<file path="config.mk">
export PLATFORM = sky130hd
export DESIGN_NAME = momentum_disturbance_observer
export DESIGN_NICKNAME = d
export VERILOG_FILES = /design/src/design/mdo_pkg.sv /design/src/design/momentum_disturbance_observer.sv /design/src/design/mdo_seq.sv /design/src/design/mdo_datapath.sv
export SDC_FILE = /design/constraint.sdc
export NUM_CORES = 2
export LEC_CHECK = 0
export BUFFER_PORTS_ARGS = -buffer_cell sky130_fd_sc_hd__buf_4
export CORE_ASPECT_RATIO = 1.25
export CORE_UTILIZATION = 60
export CTS_BUF_LIST = sky130_fd_sc_hd__clkbuf_8 sky130_fd_sc_hd__clkbuf_16
export CTS_CLUSTER_DIAMETER = 120
export DETAILED_ROUTE_END_ITERATION = 10
export PLACE_DENSITY = 0.75
export SLEW_MARGIN = 20
export SYNTH_ARGS = -nofsm -noshare
export SYNTH_HDL_FRONTEND = slang
export SYNTH_SLANG_ARGS = --single-unit
</file>
<file path="constraint.sdc">
create_clock -name clk -period 9.4 [get_ports clk]
set_input_delay 2.35 -clock clk [delete_from_list [all_inputs] [get_ports clk]]
set_output_delay 2.35 -clock clk [all_outputs]
set_load 0.02 [all_outputs]
</file>
<file path="src/design/mdo_pkg.sv">
`timescale 1ns / 1ps
// Shared types and constants for the momentum disturbance observer.
// Holds the microcode control word, status bundle and configuration record.
// No dependencies; every other design file imports this package.
package mdo_pkg;

	// Fixed field widths and fixed-point formats.
	localparam int CH_W       = 3;
	localparam int GAIN_W     = 32;
	localparam int COEF_W     = 25;
	localparam int FRAC_GAIN  = 16;
	localparam int FRAC_COEF  = 24;
	localparam int MUL_DIGIT  = 32;
	localparam int PC_W       = 5;
	localparam int CFG_IDX_W  = 3;
	localparam int CFG_DATA_W = 32;

	// Channels below this index are linear, the rest are angular.
	localparam logic [CH_W-1:0] LIN_CHANNELS = 3'd3;

	// Configuration register indexes.
	localparam logic [CFG_IDX_W-1:0] REG_FORCE_GAIN    = 3'd0;
	localparam logic [CFG_IDX_W-1:0] REG_TORQUE_GAIN   = 3'd1;
	localparam logic [CFG_IDX_W-1:0] REG_LIN_CORR_GAIN = 3'd2;
	localparam logic [CFG_IDX_W-1:0] REG_ANG_CORR_GAIN = 3'd3;
	localparam logic [CFG_IDX_W-1:0] REG_STEP_TIME     = 3'd4;
	localparam logic [CFG_IDX_W-1:0] REG_SMOOTHING     = 3'd5;
	localparam logic [CFG_IDX_W-1:0] REG_CORRECTION_ON = 3'd6;
	localparam logic [CFG_IDX_W-1:0] REG_INTEGRATE_ON  = 3'd7;

	// Datapath operation performed by one microcode step.
	typedef enum logic [3:0] {
		OP_NOP,
		OP_RES,
		OP_MLD,
		OP_MAC,
		OP_RND,
		OP_CLRP,
		OP_GSET,
		OP_DINT,
		OP_RATE,
		OP_MOM,
		OP_FILT,
		OP_EMIT
	} op_t;

	// Multiplier operand A source.
	typedef enum logic [1:0] {
		A_R,
		A_D,
		A_RATE,
		A_DF
	} asel_t;

	// Multiplier operand B source.
	typedef enum logic [1:0] {
		B_GAIN,
		B_STEP,
		B_CGAIN,
		B_SMOOTH
	} bsel_t;

	// Sequencer branch condition.
	typedef enum logic [2:0] {
		COND_NEXT,
		COND_NOT_INT,
		COND_NOT_CORR,
		COND_MUL_MORE,
		COND_END
	} cond_t;

	typedef struct packed {
		op_t             op;
		asel_t           asel;
		bsel_t           bsel;
		logic            frac24;
		cond_t           cond;
		logic [PC_W-1:0] target;
	} ctl_t;

	typedef struct packed {
		logic integrate_on;
		logic correction_on;
		logic mul_last;
		logic out_full;
	} stat_t;

	typedef struct packed {
		logic [GAIN_W-1:0] force_gain;
		logic [GAIN_W-1:0] torque_gain;
		logic [GAIN_W-1:0] lin_corr_gain;
		logic [GAIN_W-1:0] ang_corr_gain;
		logic [COEF_W-1:0] step_time;
		logic [COEF_W-1:0] smoothing;
		logic              correction_on;
		logic              integrate_on;
	} cfg_t;

endpackage

</file>
<file path="src/design/momentum_disturbance_observer.sv">
`timescale 1ns / 1ps
// Momentum disturbance observer top level: stream ports, register file,
// microcode sequencer and datapath.
// Depends on mdo_pkg, mdo_seq and mdo_datapath.
//
// Usage: each input beat on the s_ channel is one observer update for one
// channel (tuser = channel, tdata = measured momentum, drive, bias). Channels
// 0-2 use the linear gains, higher channels the angular gains. A beat whose
// channel is not below CHANNELS is taken and dropped without a result.
// Every other beat gives one m_ beat with the filtered external estimate,
// the raw disturbance estimate, the channel and a clip flag.
// A microcoded sequencer runs the update over one shared multiplier that
// takes one 32-bit digit of its operand per cycle. Each product costs
// 2 + ceil((DATA_WIDTH+2)/32) steps, the other work seven steps, eight with
// integration, and three to five products run depending on the mode bits.
// No new beat is taken before an item's result has been placed in the
// output register; s_tready is low while an item runs.
// A result waits in the output register; a stalled receiver holds the final
// step only if a new result is ready before the old one has been taken.
// Reset clears all channel state to zero and loads the register defaults.
// Configuration beats are always taken and are meant for an idle block.
module momentum_disturbance_observer #(
	parameter int CHANNELS   = 6,
	parameter int DATA_WIDTH = 32
) (
	input  logic                                     clk,
	input  logic                                     arst_n,
	input  logic                                     s_tvalid,
	output logic                                     s_tready,
	// bits from 0: measured_momentum, drive, bias, zero fill
	input  logic [((3*DATA_WIDTH+7)/8)*8-1:0]        s_tdata,
	// bits from 0: channel
	input  logic [mdo_pkg::CH_W-1:0]                 s_tuser,
	output logic                                     m_tvalid,
	input  logic                                     m_tready,
	// bits from 0: external_estimate, raw_estimate, zero fill
	output logic [((2*DATA_WIDTH+7)/8)*8-1:0]        m_tdata,
	// bits from 0: channel_out, saturated
	output logic [mdo_pkg::CH_W:0]                   m_tuser,
	input  logic                                     cfg_valid,
	output logic                                     cfg_ready,
	input  logic [mdo_pkg::CFG_IDX_W-1:0]            cfg_index,
	input  logic [mdo_pkg::CFG_DATA_W-1:0]           cfg_data
);
	import mdo_pkg::*;

	localparam int W     = DATA_WIDTH;
	localparam int OUT_W = ((2*DATA_WIDTH+7)/8)*8;
	localparam logic [CH_W+1:0] CH_LIMIT = (CH_W+2)'(CHANNELS);

	cfg_t                cfg_q;
	ctl_t                ctl;
	stat_t               stat;
	logic                busy;
	logic                start;
	logic [CH_W-1:0]     out_channel;
	logic signed [W-1:0] out_external;
	logic signed [W-1:0] out_raw;
	logic                out_saturated;

	// Register writes; every index is defined.
	always_ff @(posedge clk or negedge arst_n) begin
		if (!arst_n) begin
			cfg_q.force_gain    <= 32'd327680;
			cfg_q.torque_gain   <= 32'd1310720;
			cfg_q.lin_corr_gain <= 32'd131072;
			cfg_q.ang_corr_gain <= 32'd655360;
			cfg_q.step_time     <= 25'd67109;
			cfg_q.smoothing     <= 25'd3355443;
			cfg_q.correction_on <= 1'b0;
			cfg_q.integrate_on  <= 1'b0;
		end else if (cfg_valid) begin
			case (cfg_index)
				REG_FORCE_GAIN:    cfg_q.force_gain    <= cfg_data;
				REG_TORQUE_GAIN:   cfg_q.torque_gain   <= cfg_data;
				REG_LIN_CORR_GAIN: cfg_q.lin_corr_gain <= cfg_data;
				REG_ANG_CORR_GAIN: cfg_q.ang_corr_gain <= cfg_data;
				REG_STEP_TIME:     cfg_q.step_time     <= cfg_data[COEF_W-1:0];
				REG_SMOOTHING:     cfg_q.smoothing     <= cfg_data[COEF_W-1:0];
				REG_CORRECTION_ON: cfg_q.correction_on <= cfg_data[0];
				REG_INTEGRATE_ON:  cfg_q.integrate_on  <= cfg_data[0];
				default: begin
				end
			endcase
		end
	end

	assign cfg_ready = 1'b1;

	// A beat for a channel that exists starts the program.
	assign s_tready = !busy;
	assign start    = s_tvalid && s_tready && ((CH_W+2)'(s_tuser) < CH_LIMIT);

	mdo_seq u_seq (
		.clk    (clk),
		.arst_n (arst_n),
		.start  (start),
		.stat   (stat),
		.ctl    (ctl),
		.busy   (busy)
	);

	mdo_datapath #(
		.CHANNELS   (CHANNELS),
		.DATA_WIDTH (DATA_WIDTH)
	) u_datapath (
		.clk           (clk),
		.arst_n        (arst_n),
		.start         (start),
		.in_channel    (s_tuser),
		.in_meas       (s_tdata[W-1:0]),
		.in_drive      (s_tdata[2*W-1:W]),
		.in_bias       (s_tdata[3*W-1:2*W]),
		.cfg           (cfg_q),
		.ctl           (ctl),
		.stat          (stat),
		.out_ready     (m_tready),
		.out_valid     (m_tvalid),
		.out_channel   (out_channel),
		.out_external  (out_external),
		.out_raw       (out_raw),
		.out_saturated (out_saturated)
	);

	// Output beat packing.
	assign m_tdata = OUT_W'({out_raw, out_external});
	assign m_tuser = {out_saturated, out_channel};

endmodule

</file>
<file path="src/design/mdo_seq.sv">
`timescale 1ns / 1ps
// Microcode sequencer: step counter, program ROM and branch logic.
// Depends on mdo_pkg for the control word and status types.
module mdo_seq (
	input  logic          clk,
	input  logic          arst_n,
	input  logic          start,
	input  mdo_pkg::stat_t stat,
	output mdo_pkg::ctl_t  ctl,
	output logic          busy
);
	import mdo_pkg::*;

	// Program labels that branches land on.
	localparam logic [PC_W-1:0] PC_MAC_G    = 5'd2;
	localparam logic [PC_W-1:0] PC_MAC_D    = 5'd6;
	localparam logic [PC_W-1:0] PC_CORR     = 5'd9;
	localparam logic [PC_W-1:0] PC_MAC_C    = 5'd11;
	localparam logic [PC_W-1:0] PC_RATE     = 5'd13;
	localparam logic [PC_W-1:0] PC_MAC_M    = 5'd15;
	localparam logic [PC_W-1:0] PC_MAC_F    = 5'd19;
	localparam logic [PC_W-1:0] PC_NONE     = 5'd0;

	logic            busy_q;
	logic [PC_W-1:0] pc_q;
	ctl_t            word;
	logic            take;

	function automatic ctl_t mk(input op_t op, input asel_t a, input bsel_t b,
			input logic f24, input cond_t c, input logic [PC_W-1:0] t);
		ctl_t w;
		w.op     = op;
		w.asel   = a;
		w.bsel   = b;
		w.frac24 = f24;
		w.cond   = c;
		w.target = t;
		return w;
	endfunction

	// Observer program: residual, gain product, optional integration,
	// optional correction, momentum update, output filter, emit.
	function automatic ctl_t rom(input logic [PC_W-1:0] pc);
		case (pc)
			5'd0:  return mk(OP_RES,  A_R,    B_GAIN,   1'b0, COND_NEXT,     PC_NONE);
			5'd1:  return mk(OP_MLD,  A_R,    B_GAIN,   1'b0, COND_NEXT,     PC_NONE);
			5'd2:  return mk(OP_MAC,  A_R,    B_GAIN,   1'b0, COND_MUL_MORE, PC_MAC_G);
			5'd3:  return mk(OP_RND,  A_R,    B_GAIN,   1'b0, COND_NEXT,     PC_NONE);
			5'd4:  return mk(OP_GSET, A_R,    B_GAIN,   1'b0, COND_NOT_INT,  PC_CORR);
			5'd5:  return mk(OP_MLD,  A_D,    B_STEP,   1'b1, COND_NEXT,     PC_NONE);
			5'd6:  return mk(OP_MAC,  A_D,    B_STEP,   1'b1, COND_MUL_MORE, PC_MAC_D);
			5'd7:  return mk(OP_RND,  A_D,    B_STEP,   1'b1, COND_NEXT,     PC_NONE);
			5'd8:  return mk(OP_DINT, A_D,    B_STEP,   1'b1, COND_NEXT,     PC_NONE);
			5'd9:  return mk(OP_CLRP, A_R,    B_CGAIN,  1'b0, COND_NOT_CORR, PC_RATE);
			5'd10: return mk(OP_MLD,  A_R,    B_CGAIN,  1'b0, COND_NEXT,     PC_NONE);
			5'd11: return mk(OP_MAC,  A_R,    B_CGAIN,  1'b0, COND_MUL_MORE, PC_MAC_C);
			5'd12: return mk(OP_RND,  A_R,    B_CGAIN,  1'b0, COND_NEXT,     PC_NONE);
			5'd13: return mk(OP_RATE, A_RATE, B_STEP,   1'b1, COND_NEXT,     PC_NONE);
			5'd14: return mk(OP_MLD,  A_RATE, B_STEP,   1'b1, COND_NEXT,     PC_NONE);
			5'd15: return mk(OP_MAC,  A_RATE, B_STEP,   1'b1, COND_MUL_MORE, PC_MAC_M);
			5'd16: return mk(OP_RND,  A_RATE, B_STEP,   1'b1, COND_NEXT,     PC_NONE);
			5'd17: return mk(OP_MOM,  A_RATE, B_STEP,   1'b1, COND_NEXT,     PC_NONE);
			5'd18: return mk(OP_MLD,  A_DF,   B_SMOOTH, 1'b1, COND_NEXT,     PC_NONE);
			5'd19: return mk(OP_MAC,  A_DF,   B_SMOOTH, 1'b1, COND_MUL_MORE, PC_MAC_F);
			5'd20: return mk(OP_RND,  A_DF,   B_SMOOTH, 1'b1, COND_NEXT,     PC_NONE);
			5'd21: return mk(OP_FILT, A_DF,   B_SMOOTH, 1'b1, COND_NEXT,     PC_NONE);
			5'd22: return mk(OP_EMIT, A_R,    B_GAIN,   1'b0, COND_END,      PC_NONE);
			default: return mk(OP_NOP, A_R,   B_GAIN,   1'b0, COND_END,      PC_NONE);
		endcase
	endfunction

	assign word = rom(pc_q);
	assign busy = busy_q;

	// Idle steps issue no datapath operation.
	always_comb begin
		if (busy_q) begin
			ctl = word;
		end else begin
			ctl = mk(OP_NOP, A_R, B_GAIN, 1'b0, COND_END, PC_NONE);
		end
	end

	// Branch decision for the current step.
	always_comb begin
		case (word.cond)
			COND_NOT_INT:  take = !stat.integrate_on;
			COND_NOT_CORR: take = !stat.correction_on;
			COND_MUL_MORE: take = !stat.mul_last;
			default:       take = 1'b0;
		endcase
	end

	// Step counter; the final step holds while the output register is full.
	always_ff @(posedge clk or negedge arst_n) begin
		if (!arst_n) begin
			busy_q <= 1'b0;
			pc_q   <= '0;
		end else if (!busy_q) begin
			if (start) begin
				busy_q <= 1'b1;
				pc_q   <= '0;
			end
		end else if (word.cond == COND_END) begin
			if (!stat.out_full) begin
				busy_q <= 1'b0;
			end
		end else if (take) begin
			pc_q <= word.target;
		end else begin
			pc_q <= pc_q + 1'b1;
		end
	end

endmodule

</file>
<file path="src/design/mdo_datapath.sv">
`timescale 1ns / 1ps
// Observer datapath: per-channel state, shared multiplier with rounding,
// shared saturating adder and the output register.
// Depends on mdo_pkg; driven step by step by mdo_seq.
module mdo_datapath #(
	parameter int CHANNELS   = 6,
	parameter int DATA_WIDTH = 32
) (
	input  logic                         clk,
	input  logic                         arst_n,
	input  logic                         start,
	input  logic [mdo_pkg::CH_W-1:0]     in_channel,
	input  logic signed [DATA_WIDTH-1:0] in_meas,
	input  logic signed [DATA_WIDTH-1:0] in_drive,
	input  logic signed [DATA_WIDTH-1:0] in_bias,
	input  mdo_pkg::cfg_t                cfg,
	input  mdo_pkg::ctl_t                ctl,
	output mdo_pkg::stat_t               stat,
	input  logic                         out_ready,
	output logic                         out_valid,
	output logic [mdo_pkg::CH_W-1:0]     out_channel,
	output logic signed [DATA_WIDTH-1:0] out_external,
	output logic signed [DATA_WIDTH-1:0] out_raw,
	output logic                         out_saturated
);
	import mdo_pkg::*;

	localparam int W    = DATA_WIDTH;
	localparam int AW   = W + 2;
	localparam int ND   = (AW + MUL_DIGIT - 1) / MUL_DIGIT;
	localparam int MAGP = ND * MUL_DIGIT;
	localparam int ACCW = MAGP + MUL_DIGIT;
	localparam int PW   = W + 3;
	localparam int SW   = W + 4;
	localparam int CIW  = (CHANNELS > 1) ? $clog2(CHANNELS) : 1;
	localparam int DCW  = (ND > 1) ? $clog2(ND) : 1;

	localparam logic signed [SW-1:0] SMAX = {{(SW-W+1){1'b0}}, {(W-1){1'b1}}};
	localparam logic signed [SW-1:0] SMIN = ~SMAX;
	localparam logic [ACCW:0] RND16 = (ACCW+1)'(1) << (FRAC_GAIN - 1);
	localparam logic [ACCW:0] RND24 = (ACCW+1)'(1) << (FRAC_COEF - 1);
	localparam logic [ACCW:0] CAPV  = (ACCW+1)'(1) << (W + 1);

	// Per-channel observer state.
	logic signed [W-1:0] mom_q  [CHANNELS];
	logic signed [W-1:0] dist_q [CHANNELS];
	logic signed [W-1:0] filt_q [CHANNELS];

	// Working registers for the item in flight.
	logic [CH_W-1:0]      ch_q;
	logic signed [W-1:0]  meas_q;
	logic signed [W:0]    db_q;
	logic signed [W-1:0]  r_q;
	logic signed [W-1:0]  d_q;
	logic signed [W-1:0]  rate_q;
	logic signed [W-1:0]  mnew_q;
	logic signed [W-1:0]  fnew_q;
	logic signed [PW-1:0] p_q;
	logic [ACCW-1:0]      acc_q;
	logic [MAGP-1:0]      mag_q;
	logic                 neg_q;
	logic [GAIN_W-1:0]    b_q;
	logic [DCW-1:0]       dcnt_q;
	logic                 clip_q;
	logic                 out_valid_q;

	logic [CIW-1:0]              idx;
	logic                        lin;
	logic signed [W-1:0]         mold;
	logic signed [W-1:0]         dold;
	logic signed [W-1:0]         fold;
	logic signed [SW-1:0]        sum;
	logic signed [W-1:0]         sat_val;
	logic                        sat_clip;
	logic signed [AW-1:0]        a_val;
	logic [AW-1:0]               a_mag;
	logic [GAIN_W-1:0]           b_val;
	logic [MUL_DIGIT-1:0]        digit;
	logic [2*MUL_DIGIT-1:0]      prod;
	logic [ACCW:0]               rsum;
	logic [ACCW:0]               q;
	logic [ACCW:0]               qcap;
	logic signed [PW-1:0]        pmag;
	logic signed [PW-1:0]        p_next;
	logic                        out_full;
	logic                        emit;

	assign idx  = CIW'(ch_q);
	assign lin  = ch_q < LIN_CHANNELS;
	assign mold = mom_q[idx];
	assign dold = dist_q[idx];
	assign fold = filt_q[idx];

	assign out_full = out_valid_q & ~out_ready;
	assign emit     = (ctl.op == OP_EMIT) && !out_full;

	assign stat.integrate_on  = cfg.integrate_on;
	assign stat.correction_on = cfg.correction_on;
	assign stat.mul_last      = (dcnt_q == '0);
	assign stat.out_full      = out_full;

	// Shared adder feeding the single saturator.
	always_comb begin
		case (ctl.op)
			OP_RES:  sum = SW'(meas_q) - SW'(mold);
			OP_GSET: sum = SW'(p_q);
			OP_DINT: sum = SW'(dold) + SW'(p_q);
			OP_RATE: sum = SW'(db_q) + SW'(d_q) + SW'(p_q);
			OP_MOM:  sum = SW'(mold) + SW'(p_q);
			OP_FILT: sum = SW'(fold) + SW'(p_q);
			default: sum = '0;
		endcase
	end

	// Clip to the data width and flag any clipping.
	always_comb begin
		if (sum > SMAX) begin
			sat_val  = SMAX[W-1:0];
			sat_clip = 1'b1;
		end else if (sum < SMIN) begin
			sat_val  = SMIN[W-1:0];
			sat_clip = 1'b1;
		end else begin
			sat_val  = sum[W-1:0];
			sat_clip = 1'b0;
		end
	end

	// Multiplier operand selection; A is split into sign and magnitude.
	always_comb begin
		case (ctl.asel)
			A_R:     a_val = AW'(r_q);
			A_D:     a_val = AW'(d_q);
			A_RATE:  a_val = AW'(rate_q);
			A_DF:    a_val = -AW'(d_q) - AW'(fold);
			default: a_val = AW'(r_q);
		endcase
		a_mag = a_val[AW-1] ? $unsigned(-a_val) : $unsigned(a_val);
		case (ctl.bsel)
			B_GAIN:   b_val = lin ? cfg.force_gain : cfg.torque_gain;
			B_STEP:   b_val = GAIN_W'(cfg.step_time);
			B_CGAIN:  b_val = lin ? cfg.lin_corr_gain : cfg.ang_corr_gain;
			B_SMOOTH: b_val = GAIN_W'(cfg.smoothing);
			default:  b_val = cfg.force_gain;
		endcase
	end

	// One digit of the magnitude times B per multiply-accumulate step.
	assign digit = mag_q[MAGP-1 -: MUL_DIGIT];
	assign prod  = digit * b_q;

	// Round half away from zero, then cap the magnitude well beyond the
	// data range so that every later saturation still clips the same way.
	always_comb begin
		rsum   = {1'b0, acc_q} + (ctl.frac24 ? RND24 : RND16);
		q      = ctl.frac24 ? (rsum >> FRAC_COEF) : (rsum >> FRAC_GAIN);
		qcap   = (q > CAPV) ? CAPV : q;
		pmag   = $signed({1'b0, qcap[W+1:0]});
		p_next = neg_q ? -pmag : pmag;
	end

	// Working registers, advanced by the current microcode operation.
	always_ff @(posedge clk) begin
		if (start) begin
			ch_q   <= in_channel;
			meas_q <= in_meas;
			db_q   <= (W+1)'(in_drive) - (W+1)'(in_bias);
			clip_q <= 1'b0;
		end else begin
			case (ctl.op)
				OP_RES: begin
					r_q    <= sat_val;
					clip_q <= clip_q | sat_clip;
				end
				OP_MLD: begin
					mag_q  <= MAGP'(a_mag);
					neg_q  <= a_val[AW-1];
					b_q    <= b_val;
					acc_q  <= '0;
					dcnt_q <= DCW'(ND - 1);
				end
				OP_MAC: begin
					acc_q  <= {acc_q[ACCW-MUL_DIGIT-1:0], {MUL_DIGIT{1'b0}}} + ACCW'(prod);
					mag_q  <= mag_q << MUL_DIGIT;
					dcnt_q <= dcnt_q - 1'b1;
				end
				OP_RND: begin
					p_q <= p_next;
				end
				OP_CLRP: begin
					p_q <= '0;
				end
				OP_GSET, OP_DINT: begin
					d_q    <= sat_val;
					clip_q <= clip_q | sat_clip;
				end
				OP_RATE: begin
					rate_q <= sat_val;
					clip_q <= clip_q | sat_clip;
				end
				OP_MOM: begin
					mnew_q <= sat_val;
					clip_q <= clip_q | sat_clip;
				end
				OP_FILT: begin
					fnew_q <= sat_val;
					clip_q <= clip_q | sat_clip;
				end
				default: begin
				end
			endcase
		end
		if (emit) begin
			out_channel   <= ch_q;
			out_external  <= fnew_q;
			out_raw       <= d_q;
			out_saturated <= clip_q;
		end
	end

	// Channel state commit and output valid.
	always_ff @(posedge clk or negedge arst_n) begin
		if (!arst_n) begin
			for (int i = 0; i < CHANNELS; i++) begin
				mom_q[i]  <= '0;
				dist_q[i] <= '0;
				filt_q[i] <= '0;
			end
			out_valid_q <= 1'b0;
		end else if (emit) begin
			mom_q[idx]  <= mnew_q;
			dist_q[idx] <= d_q;
			filt_q[idx] <= fnew_q;
			out_valid_q <= 1'b1;
		end else if (out_ready) begin
			out_valid_q <= 1'b0;
		end
	end

	assign out_valid = out_valid_q;

endmodule
</file>
Yosys cells after proc, flatten, opt, wreduce, memory -nomap -nowiden
Memory sizes are Yosys's and may differ from the RTL's.
Index checks and enable logic that the tools add are counted.
- add/subtract/negate cells: 15
- $mul: 1
- $lt $le $gt $ge: 7
- eq/ne operators: 29
- mux-type cells: 44
- bitwise logic cells: 5
- reduce and logical (&&, ||, !) cells: 34
- operators by type and width (kind ; count):
    $bwmux W192 ; 3
    $mux W32 ; 11
    $bmux W32 S3 ; 3
    $pmux W36 S6 ; 1
    $pmux W96 S2 ; 1
    $pmux W34 S4 ; 1
    $pmux W32 S4 ; 1
    $pmux W64 S2 ; 1
    $add A32 B35 Y36 ; 3
    $add A96 B97 Y97 ; 1
    $add A96 B64 Y96 ; 1
    $demux W32 S3 ; 1
    $gt A81 B34 Y1 const B ; 1
    $mux W81 ; 1
    $pmux W35 S2 ; 1
    $mux W34 ; 2
    $sub A32 B32 Y33 ; 2
    $mul A32 B32 Y64 ; 1
    $add A34 B35 Y36 ; 1
    $gt A36 B32 Y1 const B ; 1
    $lt A36 B32 Y1 const B ; 1
    $mux W35 ; 1
    $neg A34 Y35 ; 1
    $add A33 B32 Y34 ; 1
    other kinds (37) ; 93
- register bits: 1289
- memory bits (read-only): 544
- bits of input ports: 139
- output and inout bits: 71
- logic and storage cells: 184
- memories: 1
- memory list (memory ; words ; width ; read ports ; clocked after Yosys merged registers in ; wr ports ; RTL line ; source):
    (name not given) ; 32 ; 17 ; 1 ; 0 ; 0 ; mdo_seq.sv:44 ; case (pc)

Depth between registers and ports, before layout
- depth in word-level cells: 10
- depth in mapped cells: 36
- gate-level depth less buffers: 30

By module
A second synthesis with hierarchy kept.
- cells, all modules: 9656
- area, all modules: 103504.3 um^2
- by module, submodules not included (module ; instances ; cells an instance ; area an instance (um^2) ; seq. area each (um^2)):
    mdo_datapath ; 1 ; 9128 ; 95615.5 ; 30224.0
    momentum_disturbance_observer ; 1 ; 397 ; 6912.9 ; 4535.6
    mdo_seq ; 1 ; 131 ; 975.9 ; 150.1

Worst setup path before layout
Ideal clock, no wire load.
- path kind: reg-to-reg
- from: register u_seq.pc_q[0]
- to: register u_datapath.p_q[10] (data pin)
- library setup time: 0.265 ns
- arrival time: 8.193 ns
- required time: 9.135 ns
- setup slack: 0.942 ns
- stages on the path, launching flop included: 35
- buffers on the path: 11
- clock period less this slack: 8.458 ns
- cell sequence: dfrtp_1 -> inv_1 -> ha_1 -> and3b_1 -> o311ai_2 -> buf_4 -> buf_2 -> clkbuf_1 -> buf_2 -> buf_1 -> clkbuf_1 -> clkbuf_1 -> clkbuf_1 -> and2_1 -> ha_1 -> a41oi_1 -> or4_1 -> a211oi_1 -> a211oi_1 -> o221ai_1 -> a2111oi_0 -> a31oi_1 -> or4_1 -> buf_2 -> clkbuf_1 -> a211o_1 -> ha_1 -> nand4b_1 -> or3_1 -> clkbuf_1 -> or3_1 -> o31ai_2 -> nor2_1 -> o21ai_1 -> nor2_1
- longest elaborated chain between the ends: 10
- elaborated cells between the ends (all ways): 12
- those cells by class: add/sub (2); order compare (1); eq/ne (2); mux (6); memory (1)
- RTL lines (item ; RTL line ; source):
    from (decl) ; mdo_seq.sv:25 ; logic [PC_W-1:0] pc_q;
    from (signal assigned) ; mdo_seq.sv:109 ; pc_q <= word.target;
    from (signal assigned) ; mdo_seq.sv:111 ; pc_q <= pc_q + 1'b1;
    $mem_v2 Z32 W17 (*) ; - ;
    $mux W17 (*) ; mdo_seq.sv:77 ; if (busy_q) begin
    $mux W24 ; mdo_datapath.sv:155 ; rsum = {1'b0, acc_q} + (ctl.frac24 ? RND24 : RND16);
    $add A96 B97 Y97 ; mdo_datapath.sv:155 ;
    $mux W81 ; mdo_datapath.sv:156 ; q = ctl.frac24 ? (rsum >> FRAC_COEF) : (rsum >> FRAC_GAIN);
    $gt A81 B34 Y1 ; mdo_datapath.sv:157 ; qcap = (q > CAPV) ? CAPV : q;
    $mux W34 ; mdo_datapath.sv:157 ;
    $neg A34 Y35 ; mdo_datapath.sv:159 ; p_next = neg_q ? -pmag : pmag;
    $mux W35 ; mdo_datapath.sv:159 ;
    $pmux W35 S2 (*) ; mdo_datapath.sv:170 ; case (ctl.op)
    to (signal assigned) ; mdo_datapath.sv:188 ; p_q <= p_next;
    to (decl) ; mdo_datapath.sv:58 ; logic signed [PW-1:0] p_q;
Every way passes the cells marked *; elsewhere a longest branch is shown, timed or not.
A chain may end at the register's enable or synchronous reset.

Worst setup path after layout
- from: register u_datapath.mag_q[62]
- to: register u_datapath.acc_q[90] (data pin)
- longest elaborated chain between the ends: 3
- RTL lines (item ; RTL line ; source):
    from (decl) ; mdo_datapath.sv:60 ; logic [MAGP-1:0] mag_q;
    from (signal assigned) ; mdo_datapath.sv:176 ; mag_q <= MAGP'(a_mag);
    from (signal assigned) ; mdo_datapath.sv:184 ; mag_q <= mag_q << MUL_DIGIT;
    $mul A32 B32 Y64 ; mdo_datapath.sv:150 ; assign prod = digit * b_q;
    $add A96 B64 Y96 ; mdo_datapath.sv:183 ; acc_q <= {acc_q[ACCW-MUL_DIGIT-1:0], {MUL_DIGIT{1'b0}}} + ACCW'(prod);
    $pmux W96 S2 ; mdo_datapath.sv:170 ;
    to (signal assigned) ; mdo_datapath.sv:183 ;
    to (decl) ; mdo_datapath.sv:59 ; logic [ACCW-1:0] acc_q;
Every way passes these cells.

==> impl_metrics.csv <==
group,metric,value,unit
status,status,"finished, final reports clean",
clock_tree,cts_made_buffers,135,
setup_path,required,9.94,ns
hold_path,hp-class,"reg -> reg",
floorplan,die_h,463,um
final_layout,drive_above_1_share,16.6,%
yosys,synth_top_family_by_area,"adder cells",
placed_design,portBuffers,208,
yosys,yosys.area_share.adder,25.2,%
floorplan,die_x,371,um
sta,setup_viol,0,
routing,drt-wirelength-per-cell,28.1,um
floorplan,ios,210,
global_route,antenna_found_initial,34,
setup_path,setup.worst_path.end_class,"flip-flop",
sta,fin_crit_sh,96.0,%
yosys,netlist_area,102000,um2
setup_path,critPathMaxFanout,13,
clock_tree,clock_latency,0.83,ns
yosys,synth_top_area_share,19.1,%
routing,vias_per_cell,6.36,
yosys,synth-simple-area-share,12.6,%
job,maxCapViolations,0,
routing,drtPass1Iterations,8,
yosys,synth-compound-area-share,9.37,%
yosys,yosys_warnings,0,
yosys,synthMuxAreaShare,9.59,%
yosys,yosysTopAreaCell,"fa_1",
routing,dr.first_iter.drc_count,7073,
clock_tree,cts.sinks,1289,
sta,grt_setup_unrepaired,"false",
final_layout,area_growth,9.61,%
floorplan,fp-row-count,168,
final_layout,layout_common_cells,"1181 x inv_1, 971 x fa_1, 966 x nand2_1",
placed_design,routabilityCongestion,1.08,
routing,routed-via-count,76910,
clock_tree,path_clk_slew,0.06,ns
routing,drcViolationCount,0,
placed_design,dp_hpwl,258000,um
final_layout,final_common_cell,"inv_1",
sta,period_minus_slack,9.02,ns
sta,slew_headroom,13.4,%
setup_path,cpPeakStageDelay,0.80,ns
yosys,synth_seq_cells,1289,
yosys,synth_xor_area_share,2.75,%
global_route,grt_max_degree,192,
yosys,synth_edf_count,525,
setup_path,crit_type,"reg -> reg",
final_layout,fin_nets,11363,
yosys,synth.distinct_cells,102,
sta,slew_viol_final,0,
global_route,grt.total_usage,40.2,%
hold_path,hold_depth,1,
setup_path,worst_ep_arrival_time,9.56,ns
yosys,synth-seq-area-share,34.2,%
floorplan,dieArea,172000,um2
yosys,synth_area_leaders,"fa_1 19%, dfrtp_1 18%, edfxtp_1 15%, mux2_2 8.4%, ha_1 6.1%",
setup_path,startpoint_type,"flip-flop",
global_route,grt_pass1_vias,80227,
yosys,syn-instance-count,9618,
clock_tree,cts_buffer_depth,3,
yosys,synthArstFlopShare,59.2,%
floorplan,core,168000,um2
yosys,synth.avg_cell_area,10.6,um2
setup_path,reg2regPathDepth,28,
sta,report.final.hold_viol_count,0,
clock_tree,cts_max_level,4,
global_route,grt-ovfl-total,0,
clock_tree,cts-root-buf,"clkbuf_16",
clock_tree,postCtsHoldBufs,0,
sta,worstMarginPinSlew,1.29,ns
yosys,synth_fp_nets,11225,
global_route,grt_pass1_wl,508000,um
sta,max_clock_freq,0.111,GHz
clock_tree,cts_tree,"built",
sta,setup_tns,0,ns
setup_path,cp_common_cell,"fa_1",
floorplan,initial_core_util,60.7,%
yosys,synthFlopType,"dfrtp_1",
routing,ant_nets,0,
routing,finalWirelength,340000,um
setup_path,cp_slowest_cell,"edfxtp_1",
sta,final.setup_skew,0.0419,ns
cell families after synthesis:
group           after synthesis
buf+inv                    1690
other cells                   1
xor+xnor                    320
flops                      1289
mux                         863
fa+ha+maj                  1468
simple gates               2575
compound gates             1412
worst paths after layout:
kind	from	to	slack, ns
hold / removal	cfg_q[70]$_DFFE_PN0P_	cfg_q[70]$_DFFE_PN0P_	0.50
setup / recovery	u_datapath.mag_q[62]$_SDFFCE_PN0P_	u_datapath.acc_q[90]$_SDFFCE_PN0P_	0.38
hold reg to reg	cfg_q[70]$_DFFE_PN0P_	cfg_q[70]$_DFFE_PN0P_	0.50
setup reg to reg	u_datapath.mag_q[62]$_SDFFCE_PN0P_	u_datapath.acc_q[90]$_SDFFCE_PN0P_	0.38
max in group asynchronous	arst_n	cfg_q[73]$_DFFE_PN0P_	5.80
min in group asynchronous	arst_n	u_datapath.filt_q[135]$_DFFE_PN0P_	1.49
sequential cells by signal, summed over array words and instances (netlist names), 32 cells and up:
| register | cells |
|---|---|
| u_datapath.mnew_q | 32 |
| u_datapath.db_q | 33 |
| u_datapath.out_raw | 32 |
| u_datapath.mom_q | 192 |
| u_datapath.b_q | 32 |
| u_datapath.dist_q | 192 |
| u_datapath.acc_q | 96 |
| u_datapath.meas_q | 32 |
| u_datapath.out_external | 32 |
| u_datapath.p_q | 35 |
| u_datapath.rate_q | 32 |
| u_datapath.mag_q | 64 |
| u_datapath.filt_q | 192 |
| cfg_q | 180 |
| u_datapath.r_q | 32 |
| u_datapath.fnew_q | 32 |
| u_datapath.d_q | 32 |
worst max-delay path, delay by kind of cell, from the launching register on:
kind | cells | cell delay (ns)
buf+inv | 6 | 0.67
flops | 1 | 0.80
xor+xnor | 1 | 0.16
simple gates | 6 | 1.00
fa+ha+maj | 9 | 4.57
compound gates | 6 | 1.56
synth_stat cells (32+ instances only):
| library cell | n |
|---|---|
| a211oi_1 | 43 |
| a21o_1 | 115 |
| a21oi_1 | 272 |
| a221oi_1 | 79 |
| a22oi_1 | 104 |
| a31oi_1 | 58 |
| and2_1 | 549 |
| and3_1 | 73 |
| buf_1 | 32 |
| buf_2 | 33 |
| clkbuf_1 | 468 |
| dfrtp_1 | 738 |
| edfxtp_1 | 525 |
| fa_1 | 971 |
| ha_1 | 497 |
| inv_1 | 1141 |
| mux2_2 | 760 |
| mux2i_1 | 88 |
| nand2_1 | 967 |
| nand2b_1 | 44 |
| nand3_1 | 150 |
| nand4_1 | 101 |
| nor2_1 | 337 |
| nor3_1 | 101 |
| nor4_1 | 36 |
| o211ai_1 | 46 |
| o21a_1 | 36 |
| o21ai_0 | 287 |
| o221ai_1 | 69 |
| o22ai_1 | 54 |
| or3_1 | 67 |
| xnor2_1 | 197 |
| xor2_1 | 123 |
metal layers:
metal / share of wire [%] / vias up / track usage (%)
li1: - / 32949 / -
met1: 34 / 39177 / 44.1
met2: 48 / 3496 / 65.4
met3: 7.2 / 1270 / 8.41
met4: 11 / 18 / 36.3
met5: 0.033 / - / 0
what timing repair did:
action                                  4_1_cts  5_1_grt
endpoints found under the hold margin         0        0
gates resized for setup                       0        0
buffers inserted                              0        1
endpoints found under the setup margin        0        2
cell type report:
type,count,area (um2)
multi-input cells,6639,60900
fillers,12945,56400
flip-flops and latches,1289,34900
repair buffers,545,4310
inverters,1146,4310
clock buffers,151,3610
well taps,2210,2770
clock inverters,99,947
diodes,18,45.0
through the flow:
step	cells	cell area, um2	worst slack, ns	hold slack [ns]	util [%]
global placement	11823	107000	0.550	0.484	63.7
floorplan	9618	102000	0.942	0.408	-
global route	12087	112000	0.0112	0.518	66.5
finish	12097	112000	0.376	0.505	66.5
detailed placement	11824	107000	0.500	0.493	63.7
CTS	12074	112000	0.407	0.507	66.4
Power is not shown: default switching activity piles up to over one toggle a cycle in this logic, so the estimate is an artifact.
